--- config.mk ---
export PLATFORM = sky130hd
export DESIGN_NAME = rbuf_fifo
export DESIGN_NICKNAME = d
export VERILOG_FILES = /design/src/hdl/rbuf_fifo.sv
export SDC_FILE = /design/constraint.sdc
export NUM_CORES = 1
export LEC_CHECK = 0
export BUFFER_PORTS_ARGS = -buffer_cell sky130_fd_sc_hd__buf_2
export CAP_MARGIN = 40
export CORE_MARGIN = 4
export CORE_UTILIZATION = 54
export DETAILED_ROUTE_END_ITERATION = 6
export GPL_TIMING_DRIVEN = 0
export MAX_ROUTING_LAYER = met4
export PLACE_DENSITY = 0.78
export SLEW_MARGIN = 20
export SYNTH_ARGS = -nofsm -noshare
export SYNTH_HDL_FRONTEND = slang
export SYNTH_SLANG_ARGS = --single-unit
--- constraint.sdc ---
create_clock -name clk -period 1.7 [get_ports clk]
set_input_delay 0.17 -clock clk [delete_from_list [all_inputs] [get_ports clk]]
set_output_delay 0.17 -clock clk [all_outputs]
set_load 0.01 [all_outputs]
--- src/hdl/rbuf_fifo.sv ---
// ----------------------------------------------------------------------------
// rbuf_fifo
// Short register queue with occupancy count.
// ----------------------------------------------------------------------------
module rbuf_fifo #(
  parameter int WIDTH = 8,
  parameter int DEPTH = 4
) (
  input  logic                       clk,
  input  logic                       rst,
  input  logic                       push,
  input  logic [WIDTH-1:0]           din,
  output logic                       full,
  input  logic                       pop,
  output logic [WIDTH-1:0]           dout,
  output logic                       empty,
  output logic [$clog2(DEPTH+1)-1:0] count
);

  localparam int PTRW = (DEPTH > 1) ? $clog2(DEPTH) : 1;
  localparam int CW   = $clog2(DEPTH+1);

  logic [WIDTH-1:0] mem [DEPTH];
  logic [PTRW-1:0]  wr_ptr;
  logic [PTRW-1:0]  rd_ptr;

  assign full  = (count == CW'(DEPTH));
  assign empty = (count == '0);
  assign dout  = mem[rd_ptr];

  always_ff @(posedge clk) begin
    if (push) begin
      mem[wr_ptr] <= din;
    end
  end

  always_ff @(posedge clk) begin
    if (rst) begin
      wr_ptr <= '0;
      rd_ptr <= '0;
      count  <= '0;
    end else begin
      if (push) begin
        wr_ptr <= (wr_ptr == PTRW'(DEPTH-1)) ? '0 : wr_ptr + PTRW'(1);
      end
      if (pop) begin
        rd_ptr <= (rd_ptr == PTRW'(DEPTH-1)) ? '0 : rd_ptr + PTRW'(1);
      end
      if (push && !pop) begin
        count <= count + CW'(1);
      end else if (pop && !push) begin
        count <= count - CW'(1);
      end
    end
  end

endmodule

# After elaboration in Yosys (flattened, before gate mapping)
# Memories as Yosys holds them, arrays and structs flattened. A register that Yosys moved wholly into a read port is not among the register bits.
# Index checks and enable logic that the tools add are counted.
dict set report word_totals {
  mem_bits_rw 32
  regBits 7
  in_bits 12
  output_inout_bits 13
  word_cells 25
  n_memories 1
}
dict set report classes {
  add_sub_neg 4
  mux 8
  eq_ne 3
  n_reduce_logical 6
}
# name depth width rd rd_ports_with_merged_regs wr line
set mem_list {}
lappend mem_list {mem 4 8 1 1 1 23} ;# logic [WIDTH-1:0] mem [DEPTH];
# operator count
set op_table {}
lappend op_table {{2-to-1 mux 2 bit} 4}
lappend op_table {{2-to-1 mux 3 bit} 2}
lappend op_table {{adder 2 x 1 -> 2 bit, second input constant} 2}
lappend op_table {{== test 2 bit, second input constant} 2}
lappend op_table {{adder 3 x 1 -> 3 bit, second input constant} 1}
lappend op_table {{== test 3 bit, second input constant} 1}
lappend op_table {{zero test 3 bit} 1}
lappend op_table {{subtractor 3 x 1 -> 3 bit, second input constant} 1}
lappend op_table {{logical AND 1 bit} 2}
lappend op_table {{zero test 1 bit} 2}
lappend op_table {{2-to-1 mux 1 bit} 2}
lappend op_table {{nonzero test 2 bit} 1}

# Logic depth before layout (Yosys ltp)
dict set report logic_depth {
  depth_word 4
  depth_mapped 7
  ltp_nobuf 7
}

# Least setup slack after synthesis
# No wires, ideal clock.
dict set report synth_timing {
  kind {flip-flop to flip-flop}
  from {register count[0]}
  to {register count[2]}
  stages_incl_launch_ff 5
  period_less_slack_ns 1.439
  arrival_time_ns 1.369
  path_buffers 0
  setup_ns 0.070
  required_time_ns 1.630
  path_slack_ns 0.261
  path_cell_list {dfxtp_1 fa_1 xor2_1 or3_1 a21oi_1}
}
dict set report synth_between {
  elab_chain_cells 3
  word_cells_on_any_way 4
  classes_between {add/sub: 2; mux: 2}
}
# item line
set synth_rtl {}
lappend synth_rtl {{start: declaration} 17} ;# output logic [$clog2(DEPTH+1)-1:0] count
lappend synth_rtl {{start signal: assignment} 50} ;# count <= count + CW'(1);
lappend synth_rtl {{start signal: assignment} 52} ;# count <= count - CW'(1);
lappend synth_rtl {{subtractor 3 x 1 -> 3 bit} 52}
lappend synth_rtl {{2-to-1 mux 3 bit} 51} ;# end else if (pop && !push) begin
lappend synth_rtl {{2-to-1 mux 3 bit *} 49} ;# if (push && !pop) begin
# Mark *: on every way between the ends. The rest lies on a longest branch, timed or not. The select of a mux whose other input is x is not followed.
# A chain may end at the register's enable or synchronous reset.

==> results.py <==
metrics = {
    "outcome": {
        "run_status": "completed",
    },
    "global_route": {
        "grt_pass1_wl_um": 4200,
        "antenna_found_initial": 0,
        "grt_max_degree": 13,
        "overflow": 0,
        "grt_pass1_vias": 870,
        "grtUsageTotal": 0.153,
    },
    "sta": {
        "rsz0062_at_grt": "yes",
        "finalSetupViolations": 0,
        "slew_headroom": 0.716,
        "period_needed_ns": 1.66,
        "finalClockSkew_ns": 0.00879,
        "min_period_over_period": 0.977,
        "worst_pin_slew_ns": 0.426,
        "setup_tns_ns": 0,
        "finalHoldViolCount": 0,
        "maxSlewViolCount": 0,
        "clock.fmax_mhz": 602,
    },
    "worst_setup_path": {
        "path_buf_inv": 2,
        "cp_top_family": "multiplexers",
        "worstPathArrival_ns": 1.49,
        "reg2reg_slack_ns": 0.19,
        "end_kind": "output port",
        "worst_ep_required_time_ns": 1.53,
        "cpMaxStageDelayCell": "mux4_2",
        "critPathKind": "flop to output port",
        "cp_max_fo": 8,
        "worst_path_largest_cell_delay_ns": 0.51,
        "worstPathCellList": "buf_12, mux4_2, buf_6",
        "cp-start-kind": "flop",
    },
    "run": {
        "maxCapViolCount": 0,
    },
    "clocking": {
        "clk_latency_ns": 0.34,
        "path_clk_slew_ns": 0.11,
        "htreeDepth": 2,
        "clock-sinks": 41,
        "cts_hold_buf": 0,
        "cts-buffers-inserted": 5,
        "clock_path_buffers": 2,
        "cts_root_buffer": "clkbuf_4",
        "cts_tree": "done",
        "postCtsSetupBuffers": 0,
    },
    "finish": {
        "diodes": 0,
        "fillCellCount": 212,
        "area_delta_synth_final_pct": 15.2,
        "final_cell_mix": "edfxtp_1, buf_2, mux4_2, dfxtp_1",
        "drive_above_1_share": 0.345,
        "fin_nets": 137,
        "mostFrequentLayoutCell": "edfxtp_1",
    },
    "power_and_ir_drop": {
        "leakage_nw": 0.702,
        "seqPwrFrac": 0.623,
        "p_per_area_nw_per_um2": 1020,
        "ir_worst_vdd_uv": 694,
        "power_frac_comb": 0.144,
        "power.share.switching": 0.242,
        "p_clk_frac": 0.234,
        "intPower_w": 0.00142,
        "p_sw_w": 0.000453,
        "report.power.total_w": 0.00188,
    },
    "synthesis": {
        "synth_area_per_cell_um2": 18.4,
        "ys_seq_area_frac": 0.713,
        "synth_top_family_by_area": "multiplexers",
        "yosysUniqueCellTypes": 17,
        "synthAdderAreaFrac": 0.0594,
        "synth_mux_area_frac": 0.131,
        "synthSimpleGateAreaFrac": 0.0508,
        "syn-num-nets": 106,
        "synth_area_um2": 1600,
        "ys_ff_latch": 41,
        "yosys_warnings": 0,
        "synthCells": 87,
        "synth_xor_area_frac": 0.0109,
        "synth-compound-area-share": 0.0125,
    },
    "routing": {
        "drtAntennaViolNets": 0,
        "drt-pass1-iter-count": 4,
        "drt-total-wl_um": 2450,
        "drt-initial-drc-count": 60,
        "drc": 0,
        "num_vias": 825,
        "wl_per_cell_um": 16.3,
        "vias_per_cell": 5.50,
    },
    "min_path": {
        "hp-class": "input port to flop",
    },
    "placed_design": {
        "port_buffers": 24,
        "dp_hpwl_um": 1740,
        "gp_congestion": 0.659,
    },
    "floorplan": {
        "die_y_um": 62.4,
        "io_pins": 25,
        "initial_core_util": 0.570,
        "die_area_um2": 3900,
        "fp.dieW_um": 62.4,
        "core_um2": 2810,
        "row_count": 19,
    },
}
==> flip-flops by register name (all words and copies together), names as in the netlist, named ones only <==
| name | cells |
|---|---|
| rd_ptr | 2 |
| count | 3 |
| mem | 32 |
| wr_ptr | 2 |
==> metal layers <==
layer,vias to the layer above,GRT usage,part of all wire
li1,391,-,-
met1,407,0.171,0.38
met2,23,0.241,0.55
met3,4,0.0594,0.053
met4,0,0.0744,0.019
met5,-,-,0
==> worst register-to-register path, stage by stage (launching register included) <==
cell,delay (ns)
dfxtp_1,0.39
fa_1,0.45
xor2_1,0.16
or3_1,0.32
a21oi_1,0.14
==> cell families after synthesis <==
kind of cell / after synthesis
flip-flops: 41
AND/OR/NAND/NOR: 15
multiplexers: 11
buffers and inverters: 7
adder cells (fa/ha/maj): 7
AO/OA/AOI/OAI: 4
XOR/XNOR: 2
==> layout make-up <==
class / count / area, um^2 / share of cell area
clock inverters: 3 / 12.5 / 0.00678
plain buffers: 2 / 25.0 / 0.0136
well taps: 31 / 38.8 / 0.0210
multi-input cells: 39 / 424 / 0.230
inverters: 5 / 18.8 / 0.0102
flip-flops and latches: 41 / 1140 / 0.619
clock buffers: 5 / 37.5 / 0.0204
repair buffers: 24 / 145 / 0.0787
==> power by group through the flow <==
stage	sequential [W]	clock, W	combinational, W
global placement	0.00118	0	0.000246
floorplan	0.00119	0	0.000151
detailed placement	0.00119	0	0.000254
finish	0.00117	0.000438	0.000270
global route	0.00118	0.000507	0.000299
CTS	0.00117	0.000451	0.000257
==> repair_timing <==
action                                  4_1_cts  5_1_grt
gates cloned                                  0        0
endpoints found under the setup margin        4        8
gates resized for setup                       2        5
==> cells in the mapped netlist <==
master | count | area share
a21oi_1 | 3 | 0.0094
nor3b_1 | 3 | 0.014
buf_6 | 1 | 0.0070
fa_1 | 1 | 0.013
xor2_1 | 2 | 0.011
edfxtp_1 | 32 | 0.60
nor2_1 | 6 | 0.014
ha_1 | 6 | 0.047
clkbuf_2 | 1 | 0.0031
and2_1 | 4 | 0.016
mux4_2 | 8 | 0.11
dfxtp_1 | 9 | 0.11
mux2i_1 | 3 | 0.019
nor3_1 | 1 | 0.0031
o21ai_0 | 1 | 0.0031
or3_1 | 1 | 0.0039
inv_1 | 5 | 0.012
==> through the flow <==
stage | instances | setup slack (ns) | cell area [um^2] | utilization | hold slack (ns)
after global placement | 142 | 0.0856 | 1760 | 0.627 | 0.381
final | 150 | 0.0399 | 1840 | 0.657 | 0.0350
after global routing | 150 | -0.0429 | 1840 | 0.657 | 0.0186
after detailed placement | 142 | 0.0383 | 1760 | 0.627 | 0.387
after floorplan | 87 | 0.261 | 1600 | - | 0.239
after CTS | 150 | 0.00103 | 1810 | 0.647 | 0.0181
==> path summary, 6_finish.rpt <==
path / start / end / cells after the start
max: flop / dout[7] / 3
min reg2reg: count[2] / count[2] / 2
min: din[2] / mem[0][2] / 1
max reg2reg: count[0] / count[2] / 4
Power figures use the tool's default switching activity.
