### config.mk
export PLATFORM = sky130hd
export DESIGN_NAME = rbuf_front
export DESIGN_NICKNAME = d
export VERILOG_FILES = /design/src/hdl/rbuf_pkg.sv /design/src/hdl/rbuf_front.sv
export SDC_FILE = /design/constraint.sdc
export NUM_CORES = 1
export LEC_CHECK = 0
export ABC_CLOCK_PERIOD_IN_PS = 850
export BUFFER_PORTS_ARGS = -buffer_cell sky130_fd_sc_hd__buf_2
export CAP_MARGIN = 20
export CORE_ASPECT_RATIO = 0.6
export CORE_MARGIN = 2
export CORE_UTILIZATION = 23
export DETAILED_ROUTE_END_ITERATION = 6
export PLACE_DENSITY = 0.85
export SLEW_MARGIN = 20
export SYNTH_ARGS = -nofsm -noshare
export SYNTH_HDL_FRONTEND = slang
export SYNTH_SLANG_ARGS = --single-unit
### constraint.sdc
create_clock -name vclk -period 0.85
set_clock_uncertainty 0.05 [all_clocks]
set_input_delay 0.085 -clock vclk [all_inputs]
set_output_delay 0.085 -clock vclk [all_outputs]
set_load 0.02 [all_outputs]
### src/hdl/rbuf_pkg.sv
// ----------------------------------------------------------------------------
// rbuf_pkg
// Shared types, codes and sizes of the multi-reader ring buffer.
// ----------------------------------------------------------------------------
package rbuf_pkg;

  localparam int RING_DEPTH_DEF  = 1024;
  localparam int NUM_READERS_DEF = 4;
  localparam int MAX_BATCH       = 16;
  localparam int RECORD_BITS     = 64;

  localparam int CMD_BITS  = 2;
  localparam int RID_BITS  = 2;
  localparam int CNT_BITS  = 5;
  localparam int SIZE_BITS = 11;
  localparam int LAG_BITS  = 10;

  localparam int CFG_INDEX_BITS = 2;
  localparam int CFG_DATA_BITS  = 16;

  localparam int IN_Q_DEPTH  = 4;
  localparam int OUT_Q_DEPTH = 4;

  localparam logic [CFG_INDEX_BITS-1:0] REG_RING_SIZE = 2'd0;
  localparam logic [CFG_INDEX_BITS-1:0] REG_SNAP_LAG  = 2'd1;

  localparam logic [CMD_BITS-1:0] CMD_WRITE = 2'd0;
  localparam logic [CMD_BITS-1:0] CMD_READ  = 2'd1;
  localparam logic [CMD_BITS-1:0] CMD_SNAP  = 2'd2;
  localparam logic [CMD_BITS-1:0] CMD_CLEAR = 2'd3;

  localparam logic [SIZE_BITS-1:0] RING_SIZE_RESET = 11'd1024;

  typedef struct packed {
    logic [CMD_BITS-1:0]    command;
    logic [RID_BITS-1:0]    reader_id;
    logic [CNT_BITS-1:0]    count;
    logic [RECORD_BITS-1:0] write_record;
  } in_item_t;

  typedef struct packed {
    logic [RECORD_BITS-1:0] record_out;
    logic [RID_BITS-1:0]    reader_out;
    logic                   status;
    logic                   last;
  } out_item_t;

  typedef enum logic [2:0] {
    OP_WRITE,
    OP_READ,
    OP_REFUSE,
    OP_SNAP,
    OP_CLEAR
  } op_t;

  typedef struct packed {
    op_t                    op;
    logic [RID_BITS-1:0]    reader_id;
    logic [CNT_BITS-1:0]    count;
    logic [RECORD_BITS-1:0] record;
  } op_entry_t;

endpackage

### src/hdl/rbuf_front.sv
// ----------------------------------------------------------------------------
// rbuf_front
// Input side: accept commands, check reader and count, queue operations.
// ----------------------------------------------------------------------------
module rbuf_front #(
  parameter int NUM_READERS = rbuf_pkg::NUM_READERS_DEF
) (
  input  logic                in_valid,
  output logic                in_ready,
  input  rbuf_pkg::in_item_t  in_item,
  input  logic                q_full,
  input  logic                busy,
  output logic                q_push,
  output rbuf_pkg::op_entry_t q_item
);
  import rbuf_pkg::*;

  logic bad_rid;
  logic bad_cnt;
  logic drop;

  assign bad_rid = int'(in_item.reader_id) >= NUM_READERS;
  assign bad_cnt = (in_item.count == '0) || (int'(in_item.count) > MAX_BATCH);

  always_comb begin
    q_item.reader_id = in_item.reader_id;
    q_item.count     = in_item.count;
    q_item.record    = in_item.write_record;
    drop             = 1'b0;
    unique case (in_item.command)
      CMD_WRITE: begin
        q_item.op = OP_WRITE;
      end
      CMD_READ: begin
        q_item.op = (bad_rid || bad_cnt) ? OP_REFUSE : OP_READ;
      end
      CMD_SNAP: begin
        q_item.op = OP_SNAP;
        drop      = bad_rid;
      end
      default: begin
        q_item.op = OP_CLEAR;
      end
    endcase
  end

  assign in_ready = !q_full && !busy;
  assign q_push   = in_valid && in_ready && !drop;

endmodule

After elaboration in Yosys (flattened, before gate mapping)
Index checks and enable logic that the tools add are counted.
- output and inout bits: 76
- word-level logic and storage cells: 12
- register bits after elaboration: 0
- bits of input ports: 76
- $lt $le $gt $ge: 1
- mux-type cells: 2
- equal/unequal tests: 2
- reduce and logical (&&, ||, !) cells: 7
- operators with widths (operator ; count):
    one-hot mux 3 bit (3 select lines) ; 1
    greater-than comparator 5 bit (second input constant) ; 1
    zero test 5 bit ; 1
    equality test 2 x 1 -> 1 bit (second input constant) ; 1
    equality test 2 bit (second input constant) ; 1
    logical AND 1 bit ; 2
    zero test 1 bit ; 2
    zero test 2 bit ; 1
    two-way mux 2 bit ; 1
    logical OR 1 bit ; 1

Depth between registers and ports, before layout
Gate-level depths: netlist (run 1).
- depth in word-level cells: 4
- gate-level depth with buffers: 3
- mapped depth without buffers: 3

Least setup slack after synthesis (run 1)
OpenSTA, ideal clock, no wires.
- path kind: input -> output
- from: input in_item[67] (netlist name)
- to: output q_item[71] (netlist name)
- arrival time: 967 ps
- setup slack: -252 ps
- cell stages on the path: 3
- path buffers: 0
- data required time: 715 ps
- path through: nor4_4 -> xor2_1 -> o21ai_0
- RTL lines (item ; line ; RTL):
    start: declaration ; rbuf_front.sv:10 ; input rbuf_pkg::in_item_t in_item,
    end: declaration ; rbuf_front.sv:14 ; output rbuf_pkg::op_entry_t q_item

==> qor.yml, run 1 <==
synth_mux_area_share_pct: 0
grt_max_degree: 4
dr.pass1.iters: 2
critPathMaxFanout: 2
setup_ws_ns: -0.187
min_period_over_period_pct: 122
overflow: 0
syn-num-nets: 157
io_pins: 152
drt_iter0_drc: 2
status: "finished with violations"
drive_above_1_share_pct: 76.7
startpoint_type: "input pin"
layout.cells.non_filler: 62
arrival_ns: 0.90
post-place-cells: 62
row_count: 14
synthXorXnorAreaFrac_pct: 2.87
synth_adder_area_share_pct: 0
crit_type: "input pin to primary output"
core_area_um2: 2500
syn_area_um2: 611
yosys.area_share.simple_pct: 8.20
stdcell_area_um2: 254
gp_congestion: 0.524
ir_worst_vdd_mv: 0.107
post_drt_via_cell_ratio: 3.81
wl_um: 1130
netlist_instances: 81
synth.top_cell.area_share_pct: 87.3
chipHeight_um: 43.9
layout_min_cycle_time_ns: 1.04
wl_per_cell_um: 18.3
cp.required_ns: 0.71
postSynthAreaPerCell_um2: 7.54
synth_top_family_by_area: "buffers and inverters"
start_util_pct: 24.4
critical_path.endpoint_type: "primary output"
power.density_nw_per_um2: 546
max_slew_margin_pct: 82.5
drv_cap: 0
clock_buffers: 0
fin_tns_setup_ns: -0.350
placed_area_um2: 225
seq_area_um2: 0
nNetsFinal: 108
portBuffers: 20
violations: "negative setup slack"
rsz0062_at_grt: "true"
ys_warn_count: 0
worst_pin_slew_ns: 0.261
drt.antenna.violating_nets: 0
ctsHoldBuffers: 0
yosys-top-cells-area: "buf_4, nor4_4, and2_1, nand2b_1, xnor2_1"
areaGrowthSynthToFinish_pct: -58.4
hp-class: "input pin to primary output"
grt_pass1_wl_um: 1560
grt_pass1_vias: 252
slew_violations: 0
antenna_found_initial: 0
leakage_nw: 0.119
synth_compound_area_share_pct: 1.64
seq_area_frac_synth_pct: 0
finalSetupViolCount: 2
fmax_mhz: 965
yosys.area.top_type: "buf_4"
yosysUniqueCellTypes: 9
pre_cts_slack_ns: -0.231
fp.dieArea_um2: 3100
route.detailed.drc: 0
hold_viol_final: 0
via_count: 236
seq_cells: 0
postCtsSetupBuffers: 0
diodes: 0
die_x_um: 70.5
grt_usage_pct: 6.81
==> critical path: stages <==
cell	delay, ns
buf_8	0.10
nor4_4	0.31
xor2_1	0.21
o21ai_2	0.07
buf_6	0.13
==> synthesized netlist by cell type (all sizes together) <==
library cell,instances
buf,71
and2,2
nand2b,2
o21ai,2
nor2,1
nor4,1
xnor2,1
xor2,1
==> cell type report <==
class	instances	area (um^2)
fillers	301	2250
repair buffers	20	129
well taps	32	40.0
multi-input cells	10	85.1
==> path summary, 6_finish.rpt <==
check / startpoint / end / slack (ns) / depth (start not counted)
hold / removal: in_item[28] / q_item[28] / 0.12 / 0
setup / recovery: in_item[66] / q_item[71] / -0.19 / 5
==> through the flow <==
stage | power, mW | hold slack, ns | utilization [%]
after floorplan | 0.533 | 0.200 | -
after global placement | 0.119 | 0.120 | 8.99
after detailed placement | 0.121 | 0.120 | 8.99
after CTS | 0.138 | 0.120 | 9.99
after global routing | 0.150 | 0.120 | 10.1
final | 0.139 | 0.120 | 10.1
==> metal layers <==
metal | global-route usage, % | part of all wire [%] | vias up
li1 | - | - | 75
met1 | 4.53 | 25 | 95
met2 | 4.53 | 30 | 66
met3 | 18.1 | 45 | 0
met4 | 0.769 | 0 | 0
met5 | 0 | 0 | -
==> repair_timing <==
| item | CTS | global route |
|---|---|---|
| endpoints found under the setup margin | 2 | 2 |
| pin swaps | 3 | 4 |
| resized for setup | 7 | 1 |
==> cells in the final DEF, fill, tap and decap left out <==
cell type,Yosys,routed
nor4_4,1,1
xnor2_1,1,1
buf_6,0,3
buf_8,0,1
and2_1,2,2
xor2_1,1,1
o21ai_2,0,2
nor2_1,1,1
nand2b_1,2,2
buf_2,0,16
==> cells by family after synthesis <==
logic type                Yosys count
and+or+nand+nor                     6
buffers and inverters              71
AOI/OAI and AO/OA                   2
xor gates and xnor gates            2
==> power breakdown <==
group / total, mW / internal (mW) / switching [mW]
registers: 0 / 0 / 0
logic: 0.139 / 0.0651 / 0.0736
clock network: 0 / 0 / 0
total: 0.139 / 0.0651 / 0.0736
No activity file was read; power rests on OpenSTA's default activity.
==> run 2, diff against run 1 <==
==> constraint.sdc (replaced) <==
create_clock -name vclk -period 0.85
set_clock_uncertainty 0.05 [all_clocks]
set_input_delay 0.085 -clock vclk [all_inputs]
set_output_delay 0.085 -clock vclk [all_outputs]
set_load 0.005 [all_outputs]
==> run 2 against run 1 <==
Compared with the run above: the flow still finishes with violations (negative setup slack); flip-flop and latch count unchanged; sequential share of layout area unchanged; non-clock buffer count stayed put; clock-buffer cell count unchanged; critical path type unchanged; largest power group unchanged.
==> qor.yml, run 2 (synthesis gave the netlist of run 1 again) <==
hold_viol_final: 0
post_drt_via_cell_ratio: 3.73
power_mw: 0.0939
fmax_mhz: 980
status: "finished with violations"
antenna_found_initial: 0
finalSetupViolCount: 2
overflow: 0
critPathMaxFanout: 2
ir_worst_vdd_mv: 0.0764
hold-path-cell-count: 0
fin_tns_setup_ns: -0.319
route.detailed.drc: 0
violations: "negative setup slack"
rsz0062_at_grt: "true"
min-delay-start: "in_item[1]"
crit_type: "input pin to primary output"
ctsHoldBuffers: 0
drive_above_1_share_pct: 70.0
setup_ws_ns: -0.170
portBuffers: 20
power.density_nw_per_um2: 401
cpMaxStageDelayCell: "nor4_4"
leakage_nw: 0.113
nNetsFinal: 108
whs_ns: 0.120
worst_pin_slew_ns: 0.255
die_x_um: 70.5
cp_slowest_stage_delay_ns: 0.31
final_cell_mix: "buf_2, nand2b_1, o21ai_1, and2_1"
critical_path.endpoint_type: "primary output"
cp_cell_sequence: "buf_8 > nor4_4 > xor2_1 > o21ai_1 > buf_2"
grt_usage_pct: 6.16
dr.pass1.iters: 2
areaGrowthSynthToFinish_pct: -61.7
grt_pass1_wl_um: 1400
grt_pass1_vias: 246
arrival_ns: 0.89
core_area_um2: 2500
startpoint_type: "input pin"
io_pins: 152
seq_area_um2: 0
diodes: 0
max_slew_margin_pct: 82.9
fillers: 295
fp.dieArea_um2: 3100
min_to: "q_item[1]"
via_count: 231
wl_per_cell_um: 17.7
wl_um: 1100
start_util_pct: 24.4
drt.antenna.violating_nets: 0
chipHeight_um: 43.9
layout_commonest_cell: "buf_2"
clock_buffers: 0
row_count: 14
drt_iter0_drc: 4
gp_congestion: 0.467
drv_cap: 0
layout_min_cycle_time_ns: 1.02
min_period_over_period_pct: 120
multi_input_area_um2: 77.6
seq_cells: 0
cp.required_ns: 0.71
grt_max_degree: 4
hp-class: "input pin to primary output"
slew_violations: 0
==> run 2: changes by cell type in the layout (fill, tap and decap cells not counted) <==
cell     previous run  this run
buf_2              16        18
buf_6               3         1
o21ai_1             0         2
o21ai_2             2         0
==> run 2: worst max path at each step <==
stage,start,to,slack (ns),cells past startpoint
CTS,in_item[64],q_item[71],-0.22,5
floorplan,in_item[67],q_item[71],0.06,3
global route,in_item[66],q_item[71],-0.27,5
finish,in_item[66],q_item[71],-0.17,5
global placement,in_item[67],q_item[71],-0.24,5
detailed placement,in_item[67],q_item[71],-0.25,5
==> run 2: critical path, delay by kind of cell <==
family	cells	cell delay, ns
AND/OR/NAND/NOR	1	0.31
AO/OA/AOI/OAI	1	0.07
XOR/XNOR	1	0.20
buffers and inverters	2	0.22
==> run 2: timing repair <==
action,in CTS,in global routing
pin swaps,3,3
setup endpoints to repair,2,2
resized for setup,4,1
setup buffers,0,0
==> run 2: area by class of cell <==
type,count,area share [%]
Tap cell,32,17.1
Timing Repair Buffer,20,49.7
Multi-Input combinational cell,10,33.2
==> run 2: layer usage <==
layer / GRT usage (%) / part of all wire (%)
met5: 0 / 0
met4: 1.54 / 0
met3: 17.4 / 46
met2: 3.58 / 34
met1: 3.57 / 20
==> run 2: power breakdown <==
part	switching (mW)	internal, mW
sequential	0	0
clock	0	0
combinational	0.0400	0.0539
total	0.0400	0.0539
==> run 2: through the flow <==
step	instances	cell area [um^2]	util, %	setup WS [ns]
finish	62	234	9.34	-0.170
global route	62	234	9.34	-0.265
CTS	62	230	9.19	-0.223
detailed placement	62	218	8.69	-0.246
global placement	62	218	8.69	-0.240
floorplan	81	611	-	0.0553
==> run 3, diff against run 2 <==
--- a/config.mk
+++ b/config.mk
@@ -5,13 +5,14 @@
 export SDC_FILE = /design/constraint.sdc
 export NUM_CORES = 1
 export LEC_CHECK = 0
-export ABC_CLOCK_PERIOD_IN_PS = 850
+export ABC_CLOCK_PERIOD_IN_PS = 1000
 export BUFFER_PORTS_ARGS = -buffer_cell sky130_fd_sc_hd__buf_2
 export CAP_MARGIN = 20
 export CORE_ASPECT_RATIO = 0.6
 export CORE_MARGIN = 2
 export CORE_UTILIZATION = 23
 export DETAILED_ROUTE_END_ITERATION = 6
+export GPL_TIMING_DRIVEN = 0
 export PLACE_DENSITY = 0.85
 export SLEW_MARGIN = 20
 export SYNTH_ARGS = -nofsm -noshare
==> constraint.sdc (replaced) <==
create_clock -name vclk -period 1
set_clock_uncertainty 0.05 [all_clocks]
set_input_delay 0.1 -clock vclk [all_inputs]
set_output_delay 0.1 -clock vclk [all_outputs]
set_load 0.005 [all_outputs]
==> run 3 against run 2 <==
Compared with the run above: highest routed layer unchanged; design area grew to 4.7 times the previous value; worst hold slack gained 0.20 ns; non-clock buffer count grew 137; flip-flop and latch count is the same; cell count grew to 3.2 times the previous value; die area is the same; first-iteration DRC count grew 50%; largest cell class unchanged; the run still ends with negative setup slack left; clock-buffer cell count is the same; wire length grew 83%; combinational power grew to 4.7 times the previous value; global-route usage grew 4.7 points; sequential share of layout area is the same.
==> qor.yml, run 3 (synthesis gave the netlist of run 1 again) <==
io_pins: 152
core_area_um2: 2500
hp-class: "input pin to primary output"
die_x_um: 70.5
fp.dieArea_um2: 3100
setup_ws_ns: -0.0532
pre_cts_slack_ns: -0.101
multi_input_area_um2: 77.6
leakage_nw: 0.714
layout.cells.non_filler: 199
min_period_over_period_pct: 105
via_count: 665
grt_usage_pct: 10.9
worst_pin_slew_ns: 0.265
power.density_nw_per_um2: 400
drt.antenna.violating_nets: 0
crit_type: "input pin to primary output"
nNetsFinal: 245
route.detailed.drc: 0
finalSetupViolCount: 2
seq_cells: 0
ir_worst_vdd_mv: 0.179
portBuffers: 86
cp_cell_sequence: "buf_8 > nor4_4 > xor2_1 > o21ai_1 > buf_2"
cp_slowest_stage_delay_ns: 0.32
wl_per_cell_um: 10.1
slew_violations: 0
drive_above_1_share_pct: 94.6
antenna_found_initial: 0
critical_path.endpoint_type: "primary output"
stdcell_area_um2: 1100
gp_congestion: 0.689
areaGrowthSynthToFinish_pct: 79.7
start_util_pct: 24.4
final_cell_mix: "buf_2, buf_4, nand2b_1, o21ai_1, and2_1"
clock_buffers: 0
drt_iter0_drc: 6
max_slew_margin_pct: 82.2
rsz0062_at_grt: "true"
hold_viol_final: 0
power_frac_comb_pct: 100.0
diodes: 0
grt.busiest_layer: "met2"
overflow: 0
internal_power_mw: 0.306
netSwitchingFraction_pct: 30.3
fmax_mhz: 950
layout_commonest_cell: "buf_2"
seq_area_um2: 0
dr.pass1.iters: 2
chipHeight_um: 43.9
seqPwrFrac_pct: 0
power.switching_mw: 0.133
cpMaxStageDelayCell: "nor4_4"
grt_max_degree: 4
placed_area_um2: 1080
pwr-share-clk_pct: 0
critPathMaxFanout: 2
violations: "negative setup slack"
power_mw: 0.439
met3_usage_pct: 0.930
fillers: 248
post_drt_via_cell_ratio: 3.34
row_count: 14
layout_min_cycle_time_ns: 1.05
cp.required_ns: 0.85
drv_cap: 0
ctsHoldBuffers: 0
fin_util_pct: 43.8
status: "finished with violations"
post-place-cells: 199
grt_pass1_wl_um: 2810
arrival_ns: 0.90
grt_pass1_vias: 570
use_met2_pct: 18.9
wl_um: 2000
startpoint_type: "input pin"
use_met1_pct: 15.6
## run 3: worst paths after layout
| kind | depth (start not counted) | slack [ns] | end | start |
|---|---|---|---|---|
| hold / removal | 2 | 0.32 | q_item[46] | in_item[46] |
| setup / recovery | 5 | -0.05 | q_item[71] | in_item[66] |
## run 3: through the flow
| stage | hold slack (ns) | TNS (ns) |
|---|---|---|
| 2_1_floorplan | 0.182 | 0 |
| 3_3_place_gp | 0.316 | -0.170 |
| 3_5_place_dp | 0.316 | -0.169 |
| 4_1_cts | 0.316 | -0.123 |
| 5_1_grt | 0.318 | -0.309 |
| 6_report | 0.315 | -0.0902 |
## run 3: critical path, delay by kind of cell
| family | cells | cell delay [ns] |
|---|---|---|
| and+or+nand+nor | 1 | 0.32 |
| buffers and inverters | 2 | 0.22 |
| xor gates and xnor gates | 1 | 0.20 |
| AOI/OAI and AO/OA | 1 | 0.07 |
## run 3: cell type report
| cell class | instances | area share, % |
|---|---|---|
| multi-input combinational | 10 | 7.07 |
| tap | 32 | 3.65 |
| buffer | 71 | 48.6 |
| timing repair buffer | 86 | 40.7 |
## run 3: power groups by stage
| stage | clock, mW | sequential (mW) | combinational [mW] |
|---|---|---|---|
| after global placement | 0 | 0 | 0.430 |
| after floorplan | 0 | 0 | 0.250 |
| after CTS | 0 | 0 | 0.442 |
| after detailed placement | 0 | 0 | 0.435 |
| final | 0 | 0 | 0.439 |
| after global routing | 0 | 0 | 0.475 |
## run 3: routing by layer
metal	share of wire, %	routed length, um	up-vias
met5	0	0	-
met4	0	0	0
met3	5.2	105	0
met2	56	1110	25
met1	39	783	290
li1	-	-	350
## run 3: what timing repair did
item | CTS | global route
gates resized for setup | 5 | 1
hold endpoints to repair | 0 | 0
pin swaps | 3 | 4
endpoints found under the setup margin | 2 | 2
buffers inserted | 0 | 0
